**src/rtl/core/sis_pkg.sv**
```systemverilog
// Shared types and constants for the sorted interval search block.
// Used by the controller, the datapath and the top level; no dependencies.
package sis_pkg;

    localparam int CMD_W   = 2;
    localparam int IDX_W   = 10;
    localparam int KEY_W   = 32;
    localparam int COUNT_W = 11;

    localparam logic [CMD_W-1:0] CMD_LOAD       = 2'd0;
    localparam logic [CMD_W-1:0] CMD_FIND_LEFT  = 2'd1;
    localparam logic [CMD_W-1:0] CMD_FIND_RIGHT = 2'd2;

    // result kinds the controller asks the datapath to post
    localparam int RES_W = 2;
    localparam logic [RES_W-1:0] RES_NONE = 2'd0;
    localparam logic [RES_W-1:0] RES_LOAD = 2'd1;
    localparam logic [RES_W-1:0] RES_MISS = 2'd2;
    localparam logic [RES_W-1:0] RES_HIT  = 2'd3;

    // APB register index (paddr bit 2 selects the register slot)
    localparam logic REG_POINT_COUNT = 1'b0;

    typedef struct packed {
        logic             load_we;
        logic             accept_query;
        logic             issue;
        logic             step;
        logic [RES_W-1:0] res_kind;
    } t_ctrl;

    typedef struct packed {
        logic few;
        logic hit;
        logic cont;
    } t_stat;

endpackage

```
**src/rtl/core/sis_ctrl.sv**
```systemverilog
// Sequencing state machine for the sorted interval search.
// Depends on sis_pkg for command codes and the control/status structs.
module sis_ctrl (
    input  logic                      i_clk,
    input  logic                      i_rst_n,
    input  logic                      start,
    input  logic [sis_pkg::CMD_W-1:0] i_cmd,
    input  sis_pkg::t_stat            i_stat,
    output sis_pkg::t_ctrl            o_ctrl,
    output logic                      busy
);

    localparam logic [1:0] ST_IDLE  = 2'd0;
    localparam logic [1:0] ST_INIT  = 2'd1;
    localparam logic [1:0] ST_PROBE = 2'd2;

    logic [1:0] r_state;
    logic [1:0] n_state;

    always_ff @(posedge i_clk) begin
        if (!i_rst_n) begin
            r_state <= ST_IDLE;
        end else begin
            r_state <= n_state;
        end
    end

    always_comb begin
        n_state             = r_state;
        o_ctrl.load_we      = 1'b0;
        o_ctrl.accept_query = 1'b0;
        o_ctrl.issue        = 1'b0;
        o_ctrl.step         = 1'b0;
        o_ctrl.res_kind     = sis_pkg::RES_NONE;
        unique case (r_state)
            ST_IDLE: begin
                if (start) begin
                    unique case (i_cmd) inside
                        sis_pkg::CMD_LOAD: begin
                            o_ctrl.load_we  = 1'b1;
                            o_ctrl.res_kind = sis_pkg::RES_LOAD;
                        end
                        sis_pkg::CMD_FIND_LEFT, sis_pkg::CMD_FIND_RIGHT: begin
                            o_ctrl.accept_query = 1'b1;
                            n_state             = ST_INIT;
                        end
                        default: begin
                            o_ctrl.res_kind = sis_pkg::RES_MISS;
                        end
                    endcase
                end
            end
            ST_INIT: begin
                if (i_stat.few) begin
                    o_ctrl.res_kind = sis_pkg::RES_MISS;
                    n_state         = ST_IDLE;
                end else begin
                    o_ctrl.issue = 1'b1;
                    n_state      = ST_PROBE;
                end
            end
            ST_PROBE: begin
                if (i_stat.hit) begin
                    o_ctrl.res_kind = sis_pkg::RES_HIT;
                    n_state         = ST_IDLE;
                end else if (i_stat.cont) begin
                    o_ctrl.step = 1'b1;
                end else begin
                    o_ctrl.res_kind = sis_pkg::RES_MISS;
                    n_state         = ST_IDLE;
                end
            end
            default: begin
                n_state = ST_IDLE;
            end
        endcase
    end

    assign busy = (r_state != ST_IDLE);

endmodule

```
**config.mk**
```make
export PLATFORM = sky130hd
export DESIGN_NAME = sis_ctrl
export DESIGN_NICKNAME = d
export VERILOG_FILES = /design/src/rtl/core/sis_pkg.sv /design/src/rtl/core/sis_ctrl.sv
export SDC_FILE = /design/constraint.sdc
export NUM_CORES = 1
export LEC_CHECK = 0
export BUFFER_PORTS_ARGS = -buffer_cell sky130_fd_sc_hd__buf_2
export CAP_MARGIN = 20
export CORE_AREA = 2 2 39 41
export DETAILED_ROUTE_END_ITERATION = 12
export DIE_AREA = 0 0 41 43
export PLACE_DENSITY = 0.34
export SLEW_MARGIN = 20
export SYNTH_ARGS = -nofsm -noshare
export SYNTH_HDL_FRONTEND = slang
export SYNTH_SLANG_ARGS = --single-unit
```
**constraint.sdc**
```tcl
create_clock -name i_clk -period 1 [get_ports i_clk]
set_input_delay 0.1 -clock i_clk [delete_from_list [all_inputs] [get_ports i_clk]]
set_output_delay 0.1 -clock i_clk [all_outputs]
set_load 0.02 [all_outputs]
```
==> metrics.md <==
| Metric | Value |
|---|---|
| Layout Cells excl Fill | `57` |
| Net count after synthesis | `34` |
| Via density per instance | `a little under 4` |
| Worst reg2reg path depth | `4` |
| Post-synthesis mux area share | `0` |
| Post-synth EDFFs | `0` |
| DR WL/cell | `8.649 µm` |
| CTS Buf Count | `3` |
| Worst EP arrival | `1020 ps` |
| Largest cells by area after synthesis | `dfxtp_1, ha_1, nor3b_2` |
| Synthesized area | `193.9 µm²` |
| Post-route cell area | `367.9 µm²` |
| Placer Congestion | `0.5755` |
| Worst Tran Pin Value | `159.1 ps` |
| Primary FF master, synth | `dfxtp_1` |
| Antenna Nets Post-Route | `0` |
| Finished Core Util | `0.2658` |
| Tot Pwr | `between 300 and 400 µW` |
| Top reg by flops | `r_state` |
| Core area | `1384 µm²` |
| XOR/XNOR share of the synthesized area | `0` |
| Drt first pass iters | `2` |
| Global-route wire length before repair | `710 µm` |
| Clock sink count | `2` |
| Run status | `finished, violations left` |
| Antenna violations before repair | `0` |
| CTS Hold Buffers Added | `0` |
| Initial core utilization | `0.1401` |
| FMAX | `0.8893 GHz` |
| Layout cells sized above 1 | `0.7073` |
| Synth Area in Simple Gates | `0.4258` |
| Crit share post-route | `1.124` |
| Fin Setup TNS | `-592.6 ps` |
| Global-route usage over all layers | `0.06500` |
| Die width | `41 µm` |
| Root Buffer | `clkbuf_4` |
| Post-Syn Instances | `24` |
| #FFs+latches synth | `2` |
| Worst-Skew Late Latency | `roughly 230 ps` |
| Crit path max-delay family | `flip-flops` |
| Final setup violation count | `6` |
| Fin nets | `between 50 and 60` |
| CP startpoint kind | `register` |
| Longest Clk Path Bufs | `2` |
| Final wirelength | `~490 µm` |
| CP Depth | `3` |
| Fin crit period | `1124 ps` |
| Yosys top cell by area | `dfxtp_1` |
| Final WS setup | `-124.4 ps` |
| Slowest CP cell | `dfxtp_4` |
| Synth Area in Compound Gates | `0.1419` |
| HP Class | `primary input to register` |
| RSZ-0062 raised after global routing | `yes` |
| Biggest regs | `r_state: 2 flops` |
| PwrDens | `1041 nW/µm²` |
| Worst Path Class, Setup | `register to output port` |
| Final hold vios | `0` |
| Grt ovf | `0` |
| Area growth syn-to-layout | `89.68%` |
| Post-synth top area share | `0.2065` |
| Largest family of logic cells by synthesized area | `simple AND/OR/NAND/NOR gates` |
| Placed cell area | `about 280 µm²` |
| Rel. slew slack | `0.8934` |
| H-tree depth | `1` |
| Syn. warnings | `0` |
| Asr flop ratio synth | `0` |
| CP bufs+invs | `1` |
| Placed cell count | `53` |
| Max reg flops | `2` |
| Vias in the first global route | `190` |
| Total leakage power | `0.1818 nW` |
| Crit-path cells | `nand3b_1 -> a21oi_2 -> buf_4` |
| Worst-path fanout max | `7` |
| Via count | `220` |
| Failing checks | `negative setup slack` |
| Synthesized area per cell | `slightly above 8 µm²` |
| Cell variety after synth | `17` |
| Count leader, synth | `inv_1` |
| Row count | `14` |
| Slew Limit Fails | `0` |
| Worst slack at placement | `26.30 ps` |
| Worst vdd ir | `0.3313 mV` |
| Die height | `43 µm` |
| Drt initial violations | `1` |
| CTS tree | `yes` |
| Io pins | `15` |
| Max-Cap Viols | `0` |
| Largest net degree at the start of global routing | `8` |
| Seq/Total Area, Yosys | `0.2065` |
| Adder-cell area share of the yosys netlist | `0.1290` |
| Final Hold Slack | `between 100 and 150 ps` |
| Die area | `1763 µm²` |
| Crit. End Element | `output port` |
| Crit-path max cell delay | `360 ps` |
| IO buf count | `14` |
| Min-Delay Path Depth | `2` |
| Layout Skew | `around 6.7 ps` |
| Residual DRC | `0` |
| Worst-path clk slew | `about 30 ps` |
| # diodes | `0` |
| Req. time, crit path | `900 ps` |
[kinds of logic after synthesis]
kind of cell             count (synthesis)
flip-flops                               2
AO/OA/AOI/OAI                            5
adder cells (fa/ha/maj)                  2
AND/OR/NAND/NOR                         11
buffers and inverters                    4
[metal layers]
metal	global-route usage	up-vias	wire length (µm)
met2	0.06250	9	226
met4	0.08000	0	0
met1	0.08571	95	235
met3	0.03141	0	31
met5	0	-	0
li1	-	116	-
[power by group]
group | leakage [nW] | switching (mW) | internal (mW)
Sequential | 0.0178 | 0.00762 | 0.0808
Combinational | 0.150 | 0.0516 | 0.0648
Clock | 0.0138 | 0.0457 | 0.132
Total | 0.182 | 0.105 | 0.278
[worst reg2reg max path, stage by stage, from the launching register on]
cell and delay [ps]:
dfxtp_4 360, nor2_4 130, and3_4 190, buf_4 100
and2_4 120
[placed cells by master, fill, tap and decap left out, drive strengths merged]
cell type / instances
buf: 15
o21a: 1
o21ai: 2
inv: 3
and3: 2
and3b: 1
nand3b: 1
nand2: 2
dfxtp: 2
nor2b: 1
a21oi: 2
nor3b: 1
ha: 2
nor2: 1
clkbuf: 3
and2: 2
[path summary, 6_finish.rpt]
kind	start	end	slack [ps]
max	r_state[1]$_SDFFE_PN0P_	o_ctrl[0]	-120
min	i_rst_n	r_state[1]$_SDFFE_PN0P_	110
max reg2reg	r_state[0]$_SDFFE_PN0P_	r_state[0]$_SDFFE_PN0P_	50
min reg2reg	r_state[1]$_SDFFE_PN0P_	r_state[1]$_SDFFE_PN0P_	670
[cell type report]
| cell class | count | area (µm²) |
|---|---|---|
| clock buffers | 3 | 22.52 |
| fillers | 162 | 1016 |
| inverters | 3 | 11.26 |
| multi-input cells | 18 | 152.6 |
| flip-flops and latches | 2 | 47.55 |
| well taps | 16 | 20.02 |
| repair buffers | 15 | 113.9 |
[what timing repair did]
item / 4_1_cts / 5_1_grt
setup endpoints to repair: 7 / 7
pin swaps: 4 / 0
gates resized for setup: 15 / 8
buffers inserted: 1 / 0
(Power assumes the default switching activity.)
